[src/rtl/lpgs_pkg.sv]
// Package for the line position grid search block.
// Holds fixed field widths, Q1.12 constants, defaults and the queue status type.
// No dependencies.
package lpgs_pkg;

	// Field widths
	localparam int RW = 13;          // sensor reading, unsigned Q1.12
	localparam int PW = 13;          // position, signed Q1.12
	localparam int SW = 4;           // membership slope

	// Fixed point constants
	localparam int ONE_Q12 = 4096;
	localparam logic [SW-1:0] SLOPE_RESET = SW'(3);
	localparam logic signed [31:0] SCORE_MAX = 32'sh7fff_ffff;

	// Defaults for top level parameters
	localparam int DEF_SENSORS = 16;
	localparam int DEF_CANDIDATES = 1024;

	// Frame queue depth and adder group size
	localparam int QUEUE_DEPTH = 2;
	localparam int GROUP = 8;

	// Frame queue status, seen by the front and the back
	typedef struct packed {
		logic full;
		logic empty;
	} q_stat_t;

endpackage

[src/rtl/lpgs_queue.sv]
// Short frame queue between the front and the back end.
// Uses lpgs_pkg for depth and status type.
module lpgs_queue
	import lpgs_pkg::*;
#(
	parameter int DW = DEF_SENSORS * RW + PW
) (
	input  logic          clk,
	input  logic          arst_n,
	input  logic          push,
	input  logic [DW-1:0] push_data,
	input  logic          pop,
	output logic [DW-1:0] head_data,
	output q_stat_t       q_stat
);

	localparam int AW = (QUEUE_DEPTH > 1) ? $clog2(QUEUE_DEPTH) : 1;
	localparam int NW = $clog2(QUEUE_DEPTH + 1);

	logic [DW-1:0] mem_q [QUEUE_DEPTH];
	logic [AW-1:0] wr_ptr_q;
	logic [AW-1:0] rd_ptr_q;
	logic [NW-1:0] count_q;

	assign head_data    = mem_q[rd_ptr_q];
	assign q_stat.full  = (count_q == NW'(QUEUE_DEPTH));
	assign q_stat.empty = (count_q == '0);

	// Storage
	always_ff @(posedge clk) begin
		if (push) begin
			mem_q[wr_ptr_q] <= push_data;
		end
	end

	// Pointers and fill count
	always_ff @(posedge clk or negedge arst_n) begin
		if (!arst_n) begin
			wr_ptr_q <= '0;
			rd_ptr_q <= '0;
			count_q  <= '0;
		end else begin
			if (push) begin
				wr_ptr_q <= (wr_ptr_q == AW'(QUEUE_DEPTH - 1)) ? '0 : wr_ptr_q + AW'(1);
			end
			if (pop) begin
				rd_ptr_q <= (rd_ptr_q == AW'(QUEUE_DEPTH - 1)) ? '0 : rd_ptr_q + AW'(1);
			end
			if (push && !pop) begin
				count_q <= count_q + NW'(1);
			end else if (pop && !push) begin
				count_q <= count_q - NW'(1);
			end
		end
	end

endmodule

[config.mk]
export PLATFORM = sky130hd
export DESIGN_NAME = lpgs_queue
export DESIGN_NICKNAME = d
export VERILOG_FILES = /design/src/rtl/lpgs_pkg.sv /design/src/rtl/lpgs_queue.sv
export SDC_FILE = /design/constraint.sdc
export NUM_CORES = 1
export LEC_CHECK = 0
export BUFFER_PORTS_ARGS = -buffer_cell sky130_fd_sc_hd__buf_2
export CAP_MARGIN = 0
export CORE_MARGIN = 4
export CORE_UTILIZATION = 25
export DETAILED_ROUTE_END_ITERATION = 10
export PLACE_DENSITY = 0.41
export SLEW_MARGIN = 20
export SYNTH_ARGS = -nofsm -noshare
export SYNTH_HDL_FRONTEND = slang
export SYNTH_SLANG_ARGS = --single-unit
[constraint.sdc]
create_clock -name clk -period 19.21 [get_ports clk]
set_input_delay 1.921 -clock clk [delete_from_list [all_inputs] [get_ports clk]]
set_output_delay 1.921 -clock clk [all_outputs]
set_load 0.02 [all_outputs]
==> results.py <==
metrics = {
    "place": {
        "globalplace.congestion": 0.704,
        "dp_hpwl_um": 26900,
        "dp.cells": 2010,
        "place_area_um2": 20000,
        "numPortBuffers": 447,
    },
    "grt": {
        "gr-max-usage-layer": "met2",
        "grt_usage_pct": 10.2,
        "met1_usage_pct": 11.3,
        "grt_pass1_wl_um": 55400,
        "grt_max_degree": 64,
        "antenna_found_initial": 13,
        "grt_pass1_vias": 8805,
        "met2_usage_pct": 17.1,
        "globalRouteMet3Util_pct": 5.05,
        "grt-ovfl-total": 0,
    },
    "cts": {
        "clkSinkCount": 446,
        "cts_root_buffer": "clkbuf_16",
        "cts_tree": "yes",
        "cts_repair_resize_count": 0,
        "cts_buffer_depth": 3,
        "cts_buffers": 51,
        "post_cts_buffers": 0,
        "ctsHoldBuffers": 0,
        "clk_pin_slew_ns": 0.06,
        "clock_latency_ns": 0.57,
        "cts_max_level": 2,
    },
    "logic_synthesis": {
        "synthXorXnorAreaFrac_pct": 0.259,
        "syn_nets": 930,
        "muxShareOfSynthArea_pct": 18.7,
        "syn_inst": 704,
        "synth_seq_cells": 446,
        "synth-seq-area-share_pct": 79.0,
        "yosysWarnings": 0,
        "synth_top_family_by_area": "multiplexers",
        "synth_cell_types": 15,
        "synthAdderAreaFrac_pct": 0.0739,
        "netlist_area_um2": 16900,
        "yosys.area_share.simple_pct": 0.155,
        "synth_compound_area_share_pct": 0,
        "syn_avg_cell_area_um2": 24.0,
    },
    "setup_path": {
        "cp.buffers_inverters": 4,
        "crit_arrival_ns": 4.39,
        "r2r_end": "mem_q[1][67]$_DFFE_PP_",
        "rrSetupSlack_ns": 16.17,
        "critPathTopFamily": "buffers and inverters",
        "cp_slowest_cell": "buf_4",
        "crit_top_cell": "buf_4",
        "end_kind": "output pin",
        "cp-start-kind": "flip-flop",
        "reg2reg_depth": 3,
        "r2r-start": "wr_ptr_q$_DFFE_PN0P_",
        "path_cells": "buf_4 > buf_4 > buf_4 > mux2_4 > buf_2",
        "cpPeakStageDelay_ns": 0.87,
        "critPathKind": "flip-flop to output pin",
        "required_ns": 17.29,
        "crit_fanout": 56,
    },
    "pwr": {
        "p_seq_share_pct": 38.9,
        "pwr-share-clk_pct": 28.7,
        "cellPowerDensity_nw_per_um2": 159,
        "swShare_pct": 31.2,
        "p_int_uw": 2390,
        "combPwrFrac_pct": 32.4,
        "ir_drop_mv": 0.0716,
        "netSwitchingPower_uw": 1080,
        "p_leak_uw": 0.00853,
    },
    "sta": {
        "fin_skew_ns": 0.0151,
        "fmax_ghz": 0.158,
        "hold_viol": 0,
        "fin_setup_tns_ns": 0,
        "fin_crit_sh_pct": 32.8,
        "fin_hold_ws_ns": 0.493,
        "max_slew_margin_pct": 30.6,
        "rsz0062_at_grt": "no",
        "tightestPinTransition_ns": 1.04,
        "period_needed_ns": 6.31,
        "maxSlewViolCount": 0,
        "setup_viol": 0,
    },
    "routing": {
        "routedWlPerCell_um": 18.4,
        "postRouteWirelength_um": 38800,
        "drt_iter0_markers": 377,
        "drc": 0,
        "vias": 8206,
        "antenna_left": 0,
        "dr.pass1.iters": 4,
        "viasPerCell": 3.89,
    },
    "cells_and_area": {
        "synthToLayoutAreaGrowth_pct": 28.9,
        "final_cell_mix": "447 x buf_2, 442 x edfxtp_1, 180 x mux2_4, 53 x clkbuf_16, 41 x mux2_2",
        "fin_cells": 2109,
        "drive_gt1_share_pct": 61.8,
        "final_common_cell": "buf_2",
        "finish.instance_area_um2": 21800,
        "fin_nets": 1416,
    },
    "floorplanning": {
        "die_h_um": 268,
        "io_pins": 448,
        "num_rows": 95,
        "dieWidth_um": 268,
        "die-area_um2": 71900,
        "core_um2": 67200,
        "start_util_pct": 25.2,
    },
    "hold_path": {
        "min-delay-start": "count_q[1]$_DFFE_PN0P_",
        "min_path_type": "flip-flop to flip-flop",
        "hold_path_end": "count_q[1]$_DFFE_PN0P_",
        "holdPathStages": 1,
    },
    "outcome": {
        "status": "completed",
    },
    "job": {
        "cap_viol_max_count": 0,
    },
}
==> how the worst max path moves through the flow <==
stage	depth (start not counted)	startpoint	end	slack (ns)
floorplan	1	push	mem_q[0][0]$_DFFE_PP_	6.94
global placement	5	rd_ptr_q$_DFFE_PN0P_	head_data[11]	13.49
detailed placement	5	rd_ptr_q$_DFFE_PN0P_	head_data[18]	13.41
CTS	5	rd_ptr_q$_DFFE_PN0P_	head_data[18]	12.75
global route	5	rd_ptr_q$_DFFE_PN0P_	head_data[14]	12.64
finish	5	rd_ptr_q$_DFFE_PN0P_	head_data[14]	12.90
==> metrics by stage <==
step           util, %  setup WS [ns]  power, uW
2_1_floorplan        -           6.94       2260
3_3_place_gp      29.9          13.49       2530
3_5_place_dp      29.9          13.41       2530
4_1_cts           32.5          12.75       3550
5_1_grt           32.5          12.64       3650
6_report          32.5          12.90       3480
==> power groups by stage <==
stage	clock (uW)	sequential [uW]	combinational [uW]
after floorplan	0	1400	859
after detailed placement	0	1370	1160
after CTS	1040	1350	1160
after global routing	1080	1370	1210
final	998	1350	1130
after global placement	0	1370	1160
==> layer usage <==
layer	vias up	part of all wire [%]
met1	4004	37
met5	-	0.23
met2	301	49
met3	84	11
li1	3803	-
met4	14	2.6
==> synth_stat cells <==
cell / instances / share of area [%]
edfxtp_1: 442 / 78
mux2_4: 180 / 16
mux2_2: 41 / 2.7
buf_6: 10 / 0.67
buf_8: 10 / 0.89
buf_2: 4 / 0.12
dfrtp_1: 4 / 0.59
xor2_1: 4 / 0.21
nor2_1: 2 / 0.044
nor2b_1: 2 / 0.074
and2_1: 1 / 0.037
buf_12: 1 / 0.12
ha_1: 1 / 0.074
inv_1: 1 / 0.022
xnor2_1: 1 / 0.052
==> sequential cells by signal (all words and copies together) (netlist names) <==
name	flops
mem_q	442
wr_ptr_q	1
rd_ptr_q	1
count_q	2
==> cell type report <==
cell class,count,area [um2]
Fill cell,6518,45300
Sequential cell,446,13400
Multi-Input combinational cell,232,3260
Timing Repair Buffer,458,2320
Clock buffer,61,1360
Tap cell,873,1090
Clock inverter,31,389
Antenna cell,7,17.5
Inverter,1,3.75
==> cell families (layout without fill, tap and decap cells) <==
| family | count (synthesis) | count (layout) |
|---|---|---|
| XOR/XNOR | 5 | 5 |
| flip-flops | 446 | 446 |
| buffers and inverters | 26 | 551 |
| AND/OR/NAND/NOR | 5 | 5 |
| multiplexers | 221 | 221 |
| adder cells (fa/ha/maj) | 1 | 1 |
| other | 0 | 7 |
==> worst reg2reg max path: cells and delay by family, from the launching register on <==
kind	cells	cell delay, ns
buf+inv	2	1.59
simple gates	1	0.55
flops	1	0.42
(Power assumes the default switching activity.)
