$ cat src/rtl/lpgs_pkg.sv
// Package for the line position grid search block.
// Holds fixed field widths, Q1.12 constants, defaults and the queue status type.
// No dependencies.
package lpgs_pkg;

	// Field widths
	localparam int RW = 13;          // sensor reading, unsigned Q1.12
	localparam int PW = 13;          // position, signed Q1.12
	localparam int SW = 4;           // membership slope

	// Fixed point constants
	localparam int ONE_Q12 = 4096;
	localparam logic [SW-1:0] SLOPE_RESET = SW'(3);
	localparam logic signed [31:0] SCORE_MAX = 32'sh7fff_ffff;

	// Defaults for top level parameters
	localparam int DEF_SENSORS = 16;
	localparam int DEF_CANDIDATES = 1024;

	// Frame queue depth and adder group size
	localparam int QUEUE_DEPTH = 2;
	localparam int GROUP = 8;

	// Frame queue status, seen by the front and the back
	typedef struct packed {
		logic full;
		logic empty;
	} q_stat_t;

endpackage

$ cat src/rtl/lpgs_front.sv
// Front end: accepts sensor items, saturates readings, collects a frame and
// pushes it with the previous position into the frame queue. Uses lpgs_pkg.
module lpgs_front
	import lpgs_pkg::*;
#(
	parameter int SENSORS = DEF_SENSORS
) (
	input  logic                       clk,
	input  logic                       arst_n,
	input  logic                       in_valid,
	output logic                       in_ready,
	input  logic [RW-1:0]              sensor_value,
	input  logic signed [PW-1:0]       prior_line_pos,
	input  q_stat_t                    q_stat,
	output logic                       push,
	output logic [SENSORS*RW+PW-1:0]   push_data
);

	localparam int CW = $clog2(SENSORS);

	logic [CW-1:0] cnt_q;
	logic [RW-1:0] shift_q [SENSORS-1];
	logic [RW-1:0] r_sat;
	logic          last;
	logic          accept;

	// Readings above one saturate
	assign r_sat = (sensor_value > RW'(ONE_Q12)) ? RW'(ONE_Q12) : sensor_value;

	assign last     = (cnt_q == CW'(SENSORS - 1));
	assign in_ready = !(last && q_stat.full);
	assign accept   = in_valid && in_ready;
	assign push     = accept && last;

	// Item counter within a frame
	always_ff @(posedge clk or negedge arst_n) begin
		if (!arst_n) begin
			cnt_q <= '0;
		end else if (accept) begin
			cnt_q <= last ? '0 : cnt_q + CW'(1);
		end
	end

	// Shift line of readings; oldest item of the frame ends at index 0
	always_ff @(posedge clk) begin
		if (accept) begin
			shift_q[SENSORS-2] <= r_sat;
			for (int k = 0; k < SENSORS - 2; k++) begin
				shift_q[k] <= shift_q[k+1];
			end
		end
	end

	// Frame word: readings low, previous position on top
	always_comb begin
		push_data = '0;
		for (int j = 0; j < SENSORS - 1; j++) begin
			push_data[j*RW +: RW] = shift_q[j];
		end
		push_data[(SENSORS-1)*RW +: RW] = r_sat;
		push_data[SENSORS*RW +: PW] = prior_line_pos;
	end

endmodule

$ cat config.mk
export PLATFORM = sky130hd
export DESIGN_NAME = lpgs_front
export DESIGN_NICKNAME = d
export VERILOG_FILES = /design/src/rtl/lpgs_pkg.sv /design/src/rtl/lpgs_front.sv
export SDC_FILE = /design/constraint.sdc
export NUM_CORES = 1
export LEC_CHECK = 0
export BUFFER_PORTS_ARGS = -buffer_cell sky130_fd_sc_hd__buf_4
export CORE_MARGIN = 2
export CORE_UTILIZATION = 51
export CTS_CLUSTER_DIAMETER = 200
export CTS_CLUSTER_SIZE = 10
export DETAILED_ROUTE_END_ITERATION = 7
export PLACE_DENSITY = 0.88
export SYNTH_ARGS = -nofsm -noshare
export SYNTH_HDL_FRONTEND = slang
export SYNTH_SLANG_ARGS = --single-unit
$ cat constraint.sdc
create_clock -name clk -period 10.35 [get_ports clk]
set_input_delay 1.035 -clock clk [delete_from_list [all_inputs] [get_ports clk]]
set_output_delay 1.035 -clock clk [all_outputs]
set_load 0.01 [all_outputs]
==> impl_metrics.yaml, run 1 <==
clock_tree:
  cts_tree: "built"
  path_clk_slew_ps: 60
  cts_hold_buf: 0
  post_cts_resize_count: 0
  htree_levels: 4
  numCtsBuffers: 17
  cts.sinks: 199
  postCtsSetupBuffers: 0
  cts_max_path_buffers: 2
  clk_latency_ps: 420
  cts_root_buf: "clkbuf_16"
global_routing:
  antenna_found_initial: 0
  grt_pass1_wl_mm: 18.1
  grt_pass1_vias: 3263
  grt.overflow.total: 0
  globalRouteTotalUtil_pct: 19.0
  grt_max_degree: 113
timing:
  maxSlewHeadroom_pct: 30.2
  finalCritPeriodShare_pct: 29.5
  rsz0062_at_grt: "no"
  layout_setup_ws_ps: 7300
  finalClockSkew_ps: 6.69
  fmax_ghz: 0.328
  worst_pin_slew_ps: 1050
  setup_viol: 0
  drv_slew: 0
  hold_viol_final: 0
  post-route-min-period_ps: 3050
  tns_ps: 0
finish:
  layout_commonest_cell: "buf_4"
  final_cell_mix: "buf_4, edfxtp_1, clkbuf_16"
  n_antenna_cell: 0
  final_nets: 506
  design_area_um2: 8630
  drive_gt1_share_pct: 53.6
  areaGrowthSynthToFinish_pct: 37.9
  num-fill-cells: 726
floorplanning:
  die_h_um: 115
  io_pins: 254
  rows: 40
  dieArea_um2: 13200
  die_x_um: 115
  start_util_pct: 52.1
  core_area_um2: 12000
detailed_routing:
  drtIter0Drc: 310
  drc: 0
  wl_per_cell_um: 20.2
  vias_per_cell: 5.01
  vias: 3175
  wl_mm: 12.8
  dr.pass1.iters: 4
  ant_nets: 0
place:
  placed_cell_area_um2: 8050
  io_buffers: 226
  hpwl_mm: 8.59
  preCtsSetupSlack_ps: 6860
  globalplace.congestion: 0.766
synth:
  avgSynthCellArea_um2: 25.8
  synthCells: 243
  ys_warn_count: 0
  netlist_area_um2: 6260
  syn_nets: 275
  ys_types: 19
  yosysSeqAreaShare_pct: 95.1
  synth-seq-cells: 199
worst_setup_path:
  critPathArrivalTime_ps: 3090
  crit_path_end_kind: "flop"
  crit_required_ps: 10390
  start_kind: "flop"
  crit_fanout: 112
  critical_path_class: "reg2reg"
pwr:
  power_density_nw_per_um2: 223
  ir_drop_mv: 0.134
  p_leak_nw: 3.43
  total_power_w: 0.00192
status:
  outcome: "finished, final reports clean"
worst_hold_path:
  hp-class: "in2async"
job:
  cap_violations: 0
power by group:
part,internal (W),switching (W),total [W],leakage (nW)
sequential,0.000997,0.0000531,0.00105,1.96
combinational,0.000105,0.000113,0.000218,1.18
clock,0.000378,0.000275,0.000653,0.287
worst paths after layout:
path	from	cells past startpoint	slack [ps]	to
min reg2reg	shift_q[8][4]	0	450	shift_q[7][4]
min	arst_n	1	400	cnt_q[1]
min in group clk	shift_q[8][4]	0	450	shift_q[7][4]
max in group asynchronous	arst_n	1	9860	cnt_q[3]
max	cnt_q[0]	5	7300	shift_q[14][10]
max reg2reg	cnt_q[0]	5	7300	shift_q[14][10]
synth_stat cells, drive strengths merged:
| master | n | area share [%] |
|---|---|---|
| dfrtp | 4 | 1.6 |
| nor2b | 13 | 1.3 |
| inv | 1 | 0.060 |
| buf | 13 | 1.6 |
| a21oi | 3 | 0.24 |
| clkbuf | 2 | 0.12 |
| ha | 1 | 0.20 |
| mux2 | 1 | 0.24 |
| and3 | 1 | 0.12 |
| nand4 | 2 | 0.30 |
| a22o | 1 | 0.16 |
| nand2 | 2 | 0.16 |
| edfxtp | 195 | 94 |
| mux2i | 1 | 0.16 |
| nor2 | 1 | 0.060 |
| a211oi | 1 | 0.12 |
| nand3 | 1 | 0.080 |
layout make-up:
type                       count  area (um^2)  area share [%]
timing repair buffer         227         1700            19.7
tap                          147          184            2.13
sequential                   199         5960            69.0
multi-input combinational     28          196            2.28
clock inverter                14          155            1.80
inverter                       1         8.76           0.101
clock buffer                  18          429            4.97
critical path, cell delays in order (launching register included):
cell	delay, ps
dfrtp_1	440
ha_1	310
nand4_2	120
nand2_2	120
clkinv_4	680
buf_4	940
sequential cells by signal, indices dropped and copies added, names as in the netlist:
name	flops
cnt_q	4
shift_q	195
per-stage QoR:
| stage | hold slack, ps | util (%) | std cells |
|---|---|---|---|
| after floorplan | 490 | - | 243 |
| after global placement | 431 | 67.0 | 602 |
| after detailed placement | 433 | 67.0 | 602 |
| after CTS | 380 | 71.9 | 634 |
| after global routing | 374 | 71.9 | 634 |
| final | 397 | 71.9 | 634 |
routing by layer:
metal,vias to the layer above,part of all wire (%),track usage (%)
li1,1402,-,-
met1,1557,36,20.7
met2,197,49,30.8
met3,19,13,11.0
met4,0,2.1,7.63
met5,-,0,0
logic make-up (layout without fill, tap and decap cells):
| kind of cell | Yosys count | count (layout) | share of synthesized area [%] |
|---|---|---|---|
| AOI/OAI and AO/OA | 5 | 5 | 0.520 |
| adders and majority gates | 1 | 1 | 0.200 |
| buffers and inverters | 16 | 260 | 1.74 |
| DFF | 199 | 199 | 95.1 |
| muxes | 2 | 2 | 0.400 |
| and+or+nand+nor | 20 | 20 | 2.02 |
Power figures use the tool's default switching activity.
==> inputs of run 2 (changes only) <==
--- a/config.mk
+++ b/config.mk
@@ -5,13 +5,14 @@
 export SDC_FILE = /design/constraint.sdc
 export NUM_CORES = 1
 export LEC_CHECK = 0
+export ABC_AREA = 1
 export BUFFER_PORTS_ARGS = -buffer_cell sky130_fd_sc_hd__buf_4
 export CORE_MARGIN = 2
-export CORE_UTILIZATION = 51
+export CORE_UTILIZATION = 43
 export CTS_CLUSTER_DIAMETER = 200
 export CTS_CLUSTER_SIZE = 10
 export DETAILED_ROUTE_END_ITERATION = 7
-export PLACE_DENSITY = 0.88
+export PLACE_DENSITY = 0.79
 export SYNTH_ARGS = -nofsm -noshare
 export SYNTH_HDL_FRONTEND = slang
 export SYNTH_SLANG_ARGS = --single-unit
==> constraint.sdc (replaced) <==
create_clock -name clk -period 2.8 [get_ports clk]
set_input_delay 0.28 -clock clk [delete_from_list [all_inputs] [get_ports clk]]
set_output_delay 0.28 -clock clk [all_outputs]
set_load 0.01 [all_outputs]
==> run 2 against run 1 <==
Net effect: via count increased by 4.4%; critical path type is now reg2out; register-to-register slack got worse by 6500 ps; critical endpoint is now push; worst hold slack got worse by 230 ps; clock-buffer cell count unchanged; largest power group unchanged; flip-flop and latch count unchanged; clock skew increased by 4.5 ps; area after synthesis increased by 2.1%.
==> impl_metrics.yaml, run 2 <==
status:
  outcome: "finished, final reports clean"
synth:
  synth_top_area_share_pct: 91.6
  synth.area.top_cells: "edfxtp_1, dfrtp_1, buf_4"
  synthFlopType: "edfxtp_1"
  ys_warn_count: 0
  synth-seq-cells: 199
  async_flop_share_pct: 2.01
  synthTopCellsByCount: "edfxtp_1, buf_4, inv_1, nand2_1, a21oi_2"
  yosys.area.top_type: "edfxtp_1"
  yosysSeqAreaShare_pct: 93.2
  synth_edf_count: 195
  avgSynthCellArea_um2: 23.6
  netlist_area_um2: 6390
  syn_nets: 303
  synthCells: 271
  yosysMostFrequentCell: "edfxtp_1"
  ys_types: 24
finish:
  n_antenna_cell: 0
  reg.largest.list: "shift_q: 195 flops, cnt_q: 4 flops"
  regMostFlops: "shift_q"
  layout_commonest_cell: "buf_4"
  largest_reg_flops: 195
  final_cell_mix: "buf_4, edfxtp_1, clkbuf_16"
  design_area_um2: 8890
  num-fill-cells: 1051
  final_nets: 540
  multi_input_area_um2: 265
  areaGrowthSynthToFinish_pct: 39.1
  finalNonFillerCells: 705
  drive_gt1_share_pct: 54.3
  regArea_um2: 5960
detailed_routing:
  wl_per_cell_um: 18.2
  vias: 3316
  drc: 0
  dr.pass1.iters: 4
  ant_nets: 0
  m1WireLength_mm: 4.96
  top_layer: "met4"
  vias_per_cell: 4.70
  met2_length_mm: 6.20
  wl_mm: 12.8
  wl_met3_mm: 1.45
  drtIter0Drc: 219
place:
  place_inst: 672
  globalplace.congestion: 0.830
  placed_cell_area_um2: 8290
  hpwl_mm: 9.27
  io_buffers: 226
  preCtsSetupSlack_ps: 828
floorplanning:
  start_util_pct: 44.0
  core_area_um2: 14500
  die_h_um: 126
  dieArea_um2: 15900
  rows: 44
  io_pins: 254
  die_x_um: 126
clock_tree:
  clk_latency_ps: 420
  cts_root_buf: "clkbuf_16"
  post_cts_resize_count: 0
  cts_tree: "built"
  cts_max_path_buffers: 2
  path_clk_slew_ps: 70
  cts.sinks: 199
  htree_levels: 4
  cts_hold_buf: 1
  numCtsBuffers: 17
  postCtsSetupBuffers: 0
worst_setup_path:
  crit_required_ps: 2520
  crit_fanout: 8
  start_kind: "flop"
  critPathArrivalTime_ps: 1710
  critical_path_class: "reg2out"
  crit_path_end_kind: "output port"
pwr:
  ir_drop_mv: 0.374
  total_power_w: 0.00672
  power_density_nw_per_um2: 756
  p_leak_nw: 3.54
global_routing:
  globalRouteTotalUtil_pct: 15.7
  grt_max_degree: 60
  grt_pass1_wl_mm: 18.8
  antenna_found_initial: 0
  grt_pass1_vias: 3378
  grt.overflow.total: 0
timing:
  worst_pin_slew_ps: 422
  finalClockSkew_ps: 11.2
  post-route-min-period_ps: 1990
  fmax_ghz: 0.503
  setup_viol: 0
  drv_slew: 0
  layout_setup_ws_ps: 811
  hold_viol_final: 0
  maxSlewHeadroom_pct: 71.9
  rsz0062_at_grt: "no"
  tns_ps: 0
  finalCritPeriodShare_pct: 71.0
job:
  cap_violations: 0
worst_hold_path:
  hp-class: "in2reg"
==> run 2: path summary, 6_finish.rpt <==
kind	start	end	slack, ps	depth (start not counted)
max in group asynchronous	arst_n	cnt_q[1]	2500	2
min in group asynchronous	arst_n	cnt_q[3]	190	2
setup / recovery	cnt_q[0]	push	810	7
hold / removal	in_valid	cnt_q[3]	160	3
setup reg to reg	cnt_q[0]	shift_q[4][12]	830	7
hold reg to reg	shift_q[1][2]	shift_q[0][2]	440	0
==> run 2: layout make-up <==
class | instances | share of cell area [%]
clock inverter | 14 | 1.84
inverter | 14 | 0.676
sequential | 199 | 67.0
timing repair buffer | 234 | 20.1
multi-input combinational | 42 | 2.98
clock buffer | 18 | 4.83
tap | 184 | 2.59
==> run 2: per-layer routing <==
layer,vias to the layer above,global-route usage (%)
met3,17,7.14
li1,1491,-
met2,196,25.5
met4,0,6.27
met1,1612,18.4
met5,-,0
==> run 2: logic make-up (layout without fill, tap and decap cells) <==
group	after synthesis	in the layout	share of synthesized area [%]
flops	199	199	93.2
buf+inv	30	280	2.66
simple gates	24	24	1.80
compound gates	15	15	1.88
xor+xnor	2	2	0.274
fa+ha+maj	1	1	0.196
==> run 2: critical path, cell delays in order (launching register included) <==
cell	delay, ps
dfrtp_1	410
ha_1	260
nand3_2	100
inv_2	40
nand2_2	80
nand2_4	100
nor2_1	150
buf_4	150
==> run 2: power breakdown <==
part,internal [W],switching [W]
clock,0.00134,0.00108
sequential,0.00355,0.000139
combinational,0.000299,0.000314
==> run 2: metrics by stage <==
| step | hold slack [ps] | util, % |
|---|---|---|
| 6_report | 164 | 61.2 |
| 5_1_grt | 161 | 61.2 |
| 4_1_cts | 150 | 61.2 |
| 3_5_place_dp | 80.5 | 57.0 |
| 2_1_floorplan | -15.6 | - |
| 3_3_place_gp | 76.6 | 57.0 |
